`config.mk`:
```
export PLATFORM = sky130hd
export DESIGN_NAME = sps_ram
export DESIGN_NICKNAME = d
export VERILOG_FILES = /design/src/sps_ram.sv
export SDC_FILE = /design/constraint.sdc
export NUM_CORES = 1
export LEC_CHECK = 0
export BUFFER_PORTS_ARGS = -buffer_cell sky130_fd_sc_hd__buf_2
export CAP_MARGIN = 20
export CORE_MARGIN = 2
export CORE_UTILIZATION = 40
export CTS_BUF_LIST = sky130_fd_sc_hd__clkbuf_4 sky130_fd_sc_hd__clkbuf_8
export DETAILED_ROUTE_END_ITERATION = 8
export PLACE_DENSITY_LB_ADDON = 0.3
export SETUP_SLACK_MARGIN = 0.3
export SYNTH_ARGS = -nofsm -noshare
export SYNTH_HDL_FRONTEND = slang
export SYNTH_SLANG_ARGS = --single-unit
export TNS_END_PERCENT = 5
```
`constraint.sdc`:
```
create_clock -name clk -period 2.1 [get_ports clk]
set_clock_uncertainty 0.2 [all_clocks]
set_input_delay 0.105 -clock clk [delete_from_list [all_inputs] [get_ports clk]]
set_output_delay 0.105 -clock clk [all_outputs]
set_load 0.03 [all_outputs]
```
`src/sps_ram.sv`:
```
// Generic single-port-write, single-read RAM with registered read data.
module sps_ram #(
	parameter int Width = 16,
	parameter int Depth = 64
) (
	input  logic                     clk,
	input  logic                     we,
	input  logic [$clog2(Depth)-1:0] waddr,
	input  logic [Width-1:0]         wdata,
	input  logic [$clog2(Depth)-1:0] raddr,
	output logic [Width-1:0]         rdata
);
	logic [Width-1:0] mem_q [Depth];

	always_ff @(posedge clk) begin
		if (we) begin
			mem_q[waddr] <= wdata;
		end
		rdata <= mem_q[raddr];
	end
endmodule

```
* Yosys cells after proc, flatten, opt, wreduce, memory -nomap -nowiden
Memories as Yosys holds them, arrays and structs flattened. A register that Yosys moved wholly into a read port is not among the register bits. Cells that the tools add are included.
Cells by class: add/sub/neg operators 0, reductions and logical operators 0, shift-type cells 0, multipliers 0, $lt $le $gt $ge 0, equal/unequal tests 0, bitwise gates (word level) 0, divide/modulo/power cells 0, mux-type cells 2
Operator list (number):
- $mux W1 | 2
Word-level totals: memories kept 1, register bits after elaboration 0, RAM bits 1024, bits in read-only memories 0, latch bits 0, output and inout port bits 16
Memories:
- mem_q | words 64, width 16, rd ports 1, clocked after memory_dff 1, wr ports 1, RTL line 13 | logic [Width-1:0] mem_q [Depth];

* Depth between registers and ports, before layout
depth after elaboration 2, depth in mapped cells 10, gate-level depth less buffers 5

* Worst setup path after synthesis
OpenSTA, ideal clock, no wires.
path kind input-to-reg, start input waddr[3], end memory mem_q[48][0] (enable), stages on the path 4, arrival time 1731 ps, buffers on the path 1, setup time 409 ps, slack -240 ps, cell sequence clkbuf_1 nor2b_1 nand4b_1 nor3_1
RTL lines:
- from (decl) | RTL line 8 | input logic [$clog2(Depth)-1:0] waddr,
- to (decl) | RTL line 13
Straight into the memory's write port.

==> flow_metrics.py <==
metrics = {
    "route": {
        "ant_nets": 0,
        "drt_first_iter_violations": 1890,
        "viasPerCell": 5.48,
        "via_count": 20090,
        "drc": 0,
        "wire_per_inst_microns": 26.6,
        "postRouteWirelength_mm": 97.4,
        "first_pass_iters": 5,
    },
    "placed_design": {
        "portBuffers": 45,
        "placed_cell_area_sq_mm": 0.0443,
        "detailedPlace.worstSlack_ns": -0.455,
        "place_congestion": 0.851,
        "hpwl_mm": 60.8,
    },
    "worst_setup_path": {
        "largest_fanout_of_any_net_on_the_critical_path": 1,
        "slowest_delay_ns": 0.47,
        "timing.critical_path.arrival_ns": 2.65,
        "crit_required_ns": 2.61,
        "path_cells": "mux4_2 -> mux2_4 -> nand2_2 -> nand4_1 -> and4_1",
        "startpoint_class_of_the_critical_path": "register",
        "critPathSlowestCell": "sky130_fd_sc_hd__mux4_2",
        "worstSetupEndpointType": "register",
        "timing_worst_setup_path_type": "reg -> reg",
    },
    "grt": {
        "globalRouteTotalUtil": 0.192,
        "global_route.peak_usage_layer": "met2",
        "largest_net_degree_at_the_start_of_global_routing": 65,
        "first_global_vias": 20869,
        "grt_first_pass_wirelength_mm": 142,
        "global_route.usage.met2": 0.317,
        "groute.layer.met1.usage": 0.257,
        "antenna_found_initial": 8,
        "grt_overflow": 0,
        "grtUsageMet3": 0.0361,
    },
    "floorplanning": {
        "fp.dieH_microns": 320,
        "initial_core_util": 0.402,
        "floorplan.die_area_sq_mm": 0.103,
        "coreArea_sq_mm": 0.0997,
        "die_w_microns": 320,
        "floorplan.io_pins": 46,
        "std_cell_rows": 116,
    },
    "synth": {
        "yosys_register_bits": 1040,
        "yosysWarningCount": 0,
        "synth_largest_area_cell": "sky130_fd_sc_hd__edfxtp_1",
        "post-synth-top-area-fraction": 0.768,
        "post_synth_num_cell_types": 43,
        "post_synth.cell_area_avg_sq_um": 21.9,
        "synth_enable_flop_cells": 1024,
        "synth_area_leaders": "sky130_fd_sc_hd__edfxtp_1 77%, sky130_fd_sc_hd__mux4_2 12%, sky130_fd_sc_hd__mux2i_1 2.1%, sky130_fd_sc_hd__dfxtp_1 0.80%, sky130_fd_sc_hd__mux2_2 0.76%",
        "async_sr_flop_fraction": 0,
        "ys_dominant_reg_cell": "sky130_fd_sc_hd__edfxtp_1",
        "mappedNetlistArea_sq_mm": 0.0400,
        "syn_nets": 1859,
        "synthCells": 1829,
        "share_of_the_yosys_chip_area_belonging_to_registers": 0.776,
    },
    "finish": {
        "final_cell_area_sq_mm": 0.0481,
        "post_route_cells_drive_above_1_share": 0.390,
        "nNetsFinal": 2263,
        "utilization": 0.482,
        "area.growth.synth_to_final_pct": 20.0,
        "layout.cells.most_common_list": "1024 x sky130_fd_sc_hd__edfxtp_1, 220 x sky130_fd_sc_hd__mux4_2, 200 x sky130_fd_sc_hd__buf_4",
        "final_common_cell": "sky130_fd_sc_hd__edfxtp_1",
    },
    "pwr": {
        "netSwitchingPower_mw": 9.27,
        "p_per_area_mw_per_mm2": 883,
        "power.share.sequential": 0.544,
        "max-vdd-ir-drop_uv": 401,
        "power_frac_clock": 0.395,
        "share_comb_of_total_power": 0.062,
        "p_leak_nw": 15.6,
        "p_total_mw": 42.4,
        "switching_share": 0.218,
        "intPower_mw": 33.2,
    },
    "cts": {
        "cts_made_buffers": 165,
        "cts.repair_timing.setup_buffer_count": 0,
        "clk_transition_reported_paths_ns": 0.07,
        "cts.htree.levels": 4,
        "worstSkewPairLatency_ns": 0.82,
        "cts.path.max_buffers": 3,
        "tritoncts": "yes",
        "cts_sinks": 1040,
        "cts_root_buffer": "sky130_fd_sc_hd__clkbuf_8",
    },
    "worst_hold_path": {
        "holdCritPathClass": "in -> reg",
    },
    "sta": {
        "crit_path_time_final_ns": 2.14,
        "whs_ns": 0.0681,
        "timing_hold_violations_final": 0,
        "worst_slack_ns": -0.0448,
        "slew_headroom": 0.456,
        "finalMaxSlewViolations": 0,
        "tightestPinTransition_ns": 0.816,
        "highest_clock_rate_ghz": 0.466,
        "setup_viol": 2,
        "rsz0062_at_grt": "yes",
        "final_critical_path_share_of_the_clock_period": 1.02,
    },
    "run": {
        "max_cap_violations": 0,
    },
    "run_status": {
        "run_status": "finished with violations",
        "failed_checks": "negative setup slack",
    },
}
power groups by stage:
stage	Sequential [mW]	Clock, mW	Combinational, mW
6_report	23.1	16.8	2.63
3_5_place_dp	23.5	0	2.53
3_3_place_gp	23.5	0	2.50
4_1_cts	23.1	17.1	2.63
2_1_floorplan	23.5	0	1.21
5_1_grt	23.1	18.0	2.78
logic make-up after synthesis:
group | after synthesis | share of synthesized area
DFF | 1040 | 0.776
muxes | 336 | 0.155
and+or+nand+nor | 220 | 0.0265
AOI/OAI and AO/OA | 129 | 0.0241
buffers and inverters | 104 | 0.0183
path summary, 6_finish.rpt:
| kind | slack, ns | from | cells after the start | endpoint |
|---|---|---|---|---|
| setup / recovery | -0.04 | mem_q[28][12] | 5 | rdata[12] |
| hold / removal | 0.07 | waddr[3] | 4 | mem_q[33][10] |
| setup reg to reg | -0.04 | mem_q[28][12] | 5 | rdata[12] |
| hold reg to reg | 0.64 | mem_q[56][14] | 5 | rdata[14] |
synthesized netlist by cell type (17+ instances only):
library cell	count
sky130_fd_sc_hd__edfxtp_1	1024
sky130_fd_sc_hd__mux4_2	220
sky130_fd_sc_hd__mux2i_1	85
sky130_fd_sc_hd__nor2_1	72
sky130_fd_sc_hd__nand2_1	59
sky130_fd_sc_hd__a22oi_1	39
sky130_fd_sc_hd__buf_2	36
sky130_fd_sc_hd__nor2b_1	30
sky130_fd_sc_hd__mux2_2	27
sky130_fd_sc_hd__clkbuf_1	24
sky130_fd_sc_hd__nand3_1	24
sky130_fd_sc_hd__a21oi_1	17
sky130_fd_sc_hd__buf_6	17
area by class of cell:
cell class,instances,area (sq um)
multi-input combinational,685,8640
sequential,1040,31100
fill,8062,51600
tap,1298,1620
clock buffer,241,2940
antenna,8,20.0
timing repair buffer,341,3470
clock inverter,52,287
per-layer routing:
layer / vias up / wire length [microns]
met3: 162 / 5540
met1: 10695 / 40800
met5: - / 24
met4: 4 / 2570
li1: 8533 / -
met2: 696 / 48400
worst max-delay path, delay by kind of cell (launching register included):
kind          cells  cell delay, ns
simple gates      3            0.68
flops             1            0.39
mux               2            0.77
per-stage QoR:
step | setup TNS [ns] | instances
2_1_floorplan | 0 | 1829
3_3_place_gp | -4.30 | 3335
3_5_place_dp | -4.44 | 3335
4_1_cts | -0.142 | 3657
5_1_grt | -0.432 | 3662
6_report | -0.0825 | 3665
state kept, by name, summed over array words and instances, names as in the netlist:
name,count
mem_q,1024
rdata,16
what timing repair did:
item / 4_1_cts / 5_1_grt
endpoints found under the hold margin: 1789 / 0
setup endpoints to repair: 23 / 85
gates resized for setup: 45 / 21
hold buffers: 29 / 0
pin swaps: 27 / 16
No activity file was read; power rests on OpenSTA's default activity.
