===== src/sps_min_unit.sv =====
// Shared compare and add unit: minimum tracking and relax sum with a saturation flag.
module sps_min_unit (
	input  logic [15:0] a,
	input  logic [15:0] b,
	output logic        a_lt_b,
	output logic        a_le_b,
	output logic [15:0] sum,
	output logic        sum_sat
);
	logic [16:0] wide;

	always_comb begin
		wide = {1'b0, a} + {1'b0, b};
		sum_sat = (wide >= 17'h0FFFF);
		sum = wide[15:0];
		a_lt_b = (a < b);
		a_le_b = (a <= b);
	end
endmodule


===== config.mk =====
export PLATFORM = sky130hd
export DESIGN_NAME = sps_min_unit
export DESIGN_NICKNAME = d
export VERILOG_FILES = /design/src/sps_min_unit.sv
export SDC_FILE = /design/constraint.sdc
export NUM_CORES = 1
export LEC_CHECK = 0
export BUFFER_PORTS_ARGS = -buffer_cell sky130_fd_sc_hd__buf_2
export CORE_MARGIN = 5
export CORE_UTILIZATION = 40
export DETAILED_ROUTE_END_ITERATION = 8
export PLACE_DENSITY = 0.67
export SYNTH_ARGS = -nofsm -noshare
export SYNTH_HDL_FRONTEND = slang
export SYNTH_SLANG_ARGS = --single-unit

===== constraint.sdc =====
create_clock -name vclk -period 4.9
set_input_delay 0.98 -clock vclk [all_inputs]
set_output_delay 0.98 -clock vclk [all_outputs]
set_load 0.05 [all_outputs]

Word level (Yosys, flattened, before mapping)
Index checks and enable logic that the tools add are counted.
{"block": "classes", "order_cmp": 3, "add_sub_neg": 1}
{"cell": "$add 16x16->17", "n": 1}
{"cell": "$ge 17x16->1 const B", "n": 1}
{"cell": "$le 16x16->1", "n": 1}
{"cell": "$lt 16x16->1", "n": 1}
{"block": "word_totals", "elab_cells": 4, "ff_bits": 0, "inputBits": 32, "out_inout_bits": 19}

Longest topological paths before layout
Gate-level depths: netlist of run 1.
{"block": "logic_depth", "ltp_word": 2, "depth_mapped": 11, "depth_no_buf": 11}

Worst setup path after synthesis of run 1
Ideal clock, no wire load.
{"block": "synth_timing", "kind": "input-to-output", "from": "input a[0]", "to": "output sum_sat", "arrival_ps": 4131, "path_stages": 11, "setup_slack_ps": -211, "required_ps": 3920, "n_path_buf": 0, "cell_sequence": "ha_1 inv_1 fa_1 or2_1 a221oi_2 o211a_2 o211ai_1 a311oi_2 nand4_1 nand4bb_1 nand3b_1"}
{"block": "synth_between", "elab_chain_cells": 2}
{"item": "start: declaration", "line_no": "3", "rtl": "input logic [15:0] a,"}
{"item": "$add 16x16->17", "line_no": "13", "rtl": "wide = {1'b0, a} + {1'b0, b};"}
{"item": "named net sum[12]", "line_no": "7", "rtl": "output logic [15:0] sum,"}
{"item": "$ge 17x16->1", "line_no": "14", "rtl": "sum_sat = (wide >= 17'h0FFFF);"}
{"item": "end: declaration", "line_no": "8", "rtl": "output logic sum_sat"}
The timed path passes the listed nets, and every way through them passes these cells.

Worst setup path in the final report of run 1
{"block": "layout_timing", "from": "input a[0]", "to": "output sum_sat"}
{"block": "layout_between", "elab_chain_cells": 2}
{"item": "$add 16x16->17", "line_no": "13"}
{"item": "$ge 17x16->1", "line_no": "14"}
No other way between the ends.

==> results of run 1 <==
-- cell type report --
type	instances	area (um2)
fill	352	1620
multi-input combinational	157	1250
timing repair buffer	51	255
inverter	35	131
tap	46	57.6
-- cells in the final DEF, fill, tap and decap left out, drive strengths merged, types with 2 or more instances in the layout --
master   Yosys  final
ha          32     32
nand4        3      3
a211oi       3      3
nor2b        2      2
o21bai       2      2
nor4         4      4
a2111oi      2      2
nand2        7      7
nand3        4      4
o21a         4      4
xor2         4      4
o21ai        9      9
nor3         6      6
buf          0     51
a311oi       2      2
xnor2        3      3
o211ai       3      3
nand2b       3      3
a21oi       15     15
or2          4      4
or3          6      6
o211a        2      2
inv         34     34
nor2        18     18
a2111o       2      2
-- stage by stage --
stage,utilization,setup WS (ns),hold WS [ns],area (um2)
6_report,0.512,0.283,2.49,1700
3_5_place_dp,0.512,0.315,2.49,1700
2_1_floorplan,-,0.0605,2.27,1390
3_3_place_gp,0.512,0.367,2.49,1700
5_1_grt,0.512,0.0998,2.51,1700
4_1_cts,0.512,0.303,2.49,1700
-- layer usage --
layer / vias up / track usage / wire length (um)
met5: - / 0 / 0
met4: 0 / 0 / 0
met3: 0 / 0.0213 / 271
met2: 44 / 0.283 / 1610
met1: 664 / 0.206 / 1640
li1: 798 / - / -
-- power breakdown --
group	total (mW)	internal, mW	leakage [nW]	switching (mW)
clock network	0	0	0	0
logic	0.314	0.0955	0.871	0.219
registers	0	0	0	0
total	0.314	0.0955	0.871	0.219
-- critical path, stage by stage --
cell and delay (ns):
buf_2 0.11, ha_4 0.15, inv_1 0.05, fa_2 0.35, or2_1 0.26, a221oi_2 0.33
o211a_2 0.27, o21a_1 0.24, xnor2_1 0.17, nand4b_1 0.14, nand4bb_1 0.22, nand3b_1 0.09
buf_2 0.26
-- logic make-up after synthesis --
family | after synthesis | synth area share
compound gates | 54 | 0.295
xor+xnor | 7 | 0.0451
buf+inv | 36 | 0.0993
fa+ha+maj | 33 | 0.309
simple gates | 63 | 0.251
-- worst max-delay path by stage --
stage,cells after the start,slack (ns),to
2_1_floorplan,11,0.06,sum_sat
3_3_place_gp,13,0.37,sum_sat
3_5_place_dp,13,0.32,sum_sat
4_1_cts,13,0.30,sum_sat
5_1_grt,13,0.1,sum_sat
6_report,13,0.28,sum_sat
==> run metrics, run 1 <==
status complete, no violations; vias in the first global route 1,389; Pleak 0.871 nW; leading area contributor after synthesis ha_1; CP Data Required Time about 3.9 ns; Worst Setup Path Type in2out; Vias/cell 5.21; Synthesized Nets roughly 260; Starting Density 0.411; post-CTS setup buffer count 0; n_diodes 0; Rel. slew slack 0.579; core area between 3000 and 4000 um2; cell area after synthesis 1360 um2; PostCTS Resize Cnt 0; Cells after DPL between 200 and 300; Final Hold Fails 0; final worst path period need approximately 4.6 ns; final WL 3510 um; GRT Util Overall 0.156; HPWL Detailed 3080 um; final antenna-violating net count 0; CP Max Fanout 5; worst-margin pin slew 0.631 ns; WL/cell 12.2 um; top post-synthesis cells by count inv_1, ha_1, nor2_1; Die ar. 4670 um2; chip width 68.3 um; Ports 51; crit path launch a[0]; post-synth cell types 48; fraction of synthesized cell area taken by the top area cell type 0.294; DIE HEIGHT just under 70 um; flip-flop and latch count 0; Worst setup SP type input pin; total grt overflow 0; count leader, synth inv_1; Slew Limit Fails 0; GP Congestion 0.848; largest net degree at the start of global routing 14; CLK BUF 0; detailed-route DRC error count 0; initial antenna violation count 0; Seq/Total Area, Yosys 0; Fmax between 200 and 250 MHz; Yosys Warn Count 0; WHS Path Cells 4; Worst Hold End sum[0]; post-route insts no fill between 200 and 300; endpoint type of the worst setup path primary output; Worst EP arrival 3.64 ns; cell count after synthesis around 190; RSZ-0062 raised after global routing no; TNS Setup 0 ns; Setup violations, final 0; Hold/Removal Path Class in2out; Syn-to-layout area delta 24.7%; Row Count 21; First-pass DRT Iterations 4; PortBufs 51; Max-cap violations 0; part of the cycle the worst path needs 0.942; worst hold start b[0]; fraction of layout cells with a size suffix above 1 0.259; DR iter-0 viols 59; Area contributors post-synth ha_1, inv_1, a21oi_1; FF+latch area 0 um2; final net count between 300 and 400; Peak VDD IR 0.137 mV; first-pass GRT wire length around 5900 um; cts hold-fix bufs 0; Mean Syn Cell Area 7.05 um2; Total Power 0.314 mW; Via Count between 1,500 and 2,000; PD cells 185 nW/um2
Power figures use the tool's default switching activity.
==> run 2, diff against run 1 <==
==> constraint.sdc (replaced) <==
create_clock -name vclk -period 5.4
set_input_delay 1.08 -clock vclk [all_inputs]
set_output_delay 1.08 -clock vclk [all_outputs]
set_load 0.05 [all_outputs]
==> run 2 against run 1 <==
- non-clock buffer count is the same
- via count is 0.66% lower
- total power fell by 9.7%
- routed wire length rose by 2.5%
- global-route usage grew 0.10 points
- critical path type unchanged
- largest power group unchanged
- highest routed layer is now met4
==> run metrics, run 2 (same netlist as run 1, synthesis figures left out) <==
WL/cell 12.5 um (+2.5%); Peak VDD IR 0.0602 mV (-56%); Via Count 1,496 (-0.66%); PostCTS Resize Cnt 0 (unchanged); Ports 51 (unchanged); CP Max Fanout 5 (unchanged); post-route insts no fill 289 (unchanged); FF+latch area 0 um2 (unchanged); CLK BUF 0 (unchanged); final worst path period need between 4 and 5 ns; final net count 310 (unchanged); vias in the first global route 1,340 (-3.5%); Hold/Removal Path Class in2out; Worst setup SP type input pin; Max-cap violations 0 (unchanged); fin worst setup slack 0.536 ns (+0.252 ns); status complete, no violations; RSZ-0062 raised after global routing no; n_diodes 0 (unchanged); Syn-to-layout area delta 22.7%; DIE HEIGHT 68.3 um (unchanged); detailed-route DRC error count 0 (unchanged); total grt overflow 0 (unchanged); most common cell after layout, fill and taps aside buf_2; post-CTS setup buffer count 0 (unchanged); GP Congestion 0.883 (+4.1%); worst-margin pin slew 0.534 ns (-0.0964 ns); initial antenna violation count 0 (unchanged); DR iter-0 viols 130 (+120%); TNS Setup 0 ns (unchanged); HPWL Detailed 3170 um (+3.1%); Worst Setup Path Type in2out; First-pass DRT Iterations 4 (unchanged); Final Core Density 0.504 (-0.00794); PD cells 170 nW/um2 (-8.2%); PortBufs 51 (unchanged); Vias/cell 5.18 (-0.66%); most frequent cells in the layout buf_2, inv_1, ha_1; final WL 3600 um (+2.5%); endpoint type of the worst setup path primary output; CP Data Required Time 4.32 ns (+0.40 ns); Cells after DPL 289 (unchanged); Starting Density 0.411 (unchanged); first-pass GRT wire length 5900 um (-0.47%); fraction of layout cells with a size suffix above 1 0.251 (-0.00823); GRT Util Overall 0.157 (+0.00102); Place WS 0.540 ns (+0.225 ns); Worst EP arrival 3.78 ns (+0.14 ns); Rel. slew slack 0.643 (+0.0644); flip-flop and latch count 0 (unchanged); Final Hold Fails 0 (unchanged); cts hold-fix bufs 0 (unchanged); final antenna-violating net count 0 (unchanged); Pleak 0.869 nW (-0.14%); largest net degree at the start of global routing 14 (unchanged); Slew Limit Fails 0 (unchanged); Fmax approximately 210 MHz; core area 3310 um2 (unchanged); WHS Path Cells 4 (unchanged); Setup violations, final 0 (unchanged); Die ar. 4670 um2 (unchanged); part of the cycle the worst path needs 0.901; Row Count 21 (unchanged); chip width 68.3 um (unchanged)
run 2: cell types whose count changed in the layout (fill, tap and decap cells not counted):
cell / previous run / this run
ha_4: 1 / 0
fa_2: 1 / 0
fa_1: 0 / 1
ha_1: 31 / 32
a311oi_2: 1 / 2
a311oi_4: 1 / 0
run 2: final cells by class:
type | count | area [um2]
fillers | 373 | 1640
multi-input cells | 157 | 1220
repair buffers | 51 | 255
inverters | 35 | 131
well taps | 46 | 57.6
run 2: path summary, 6_finish.rpt:
| check | endpoint | slack, ns | startpoint |
|---|---|---|---|
| min | sum[0] | 2.66 | b[0] |
| max | sum_sat | 0.54 | a[0] |
run 2: per-stage QoR:
step,power [mW],instance area [um2],hold WS [ns]
6_report,0.284,1670,2.66
5_1_grt,0.306,1670,2.69
4_1_cts,0.284,1670,2.67
3_5_place_dp,0.283,1670,2.66
3_3_place_gp,0.281,1670,2.66
2_1_floorplan,0.214,1360,2.47
run 2: power breakdown:
group / switching [mW] / total, mW / internal, mW
combinational: 0.199 / 0.284 / 0.0851
clock: 0 / 0 / 0
sequential: 0 / 0 / 0
total: 0.199 / 0.284 / 0.0851
run 2: metal layers:
metal	global-route usage	vias to the layer above	part of all wire
li1	-	803	-
met1	0.229	659	0.48
met2	0.266	32	0.47
met5	0	-	0
met4	0.00744	0	0.0061
met3	0.00493	2	0.045
run 2: critical path, cell delays in order:
cell	delay (ns)
buf_2	0.09
ha_1	0.20
inv_1	0.07
fa_1	0.39
or2_1	0.25
a221oi_2	0.31
o211a_2	0.29
o211ai_1	0.12
a311oi_2	0.30
nand4_1	0.12
nand4bb_1	0.20
nand3b_1	0.10
buf_2	0.26
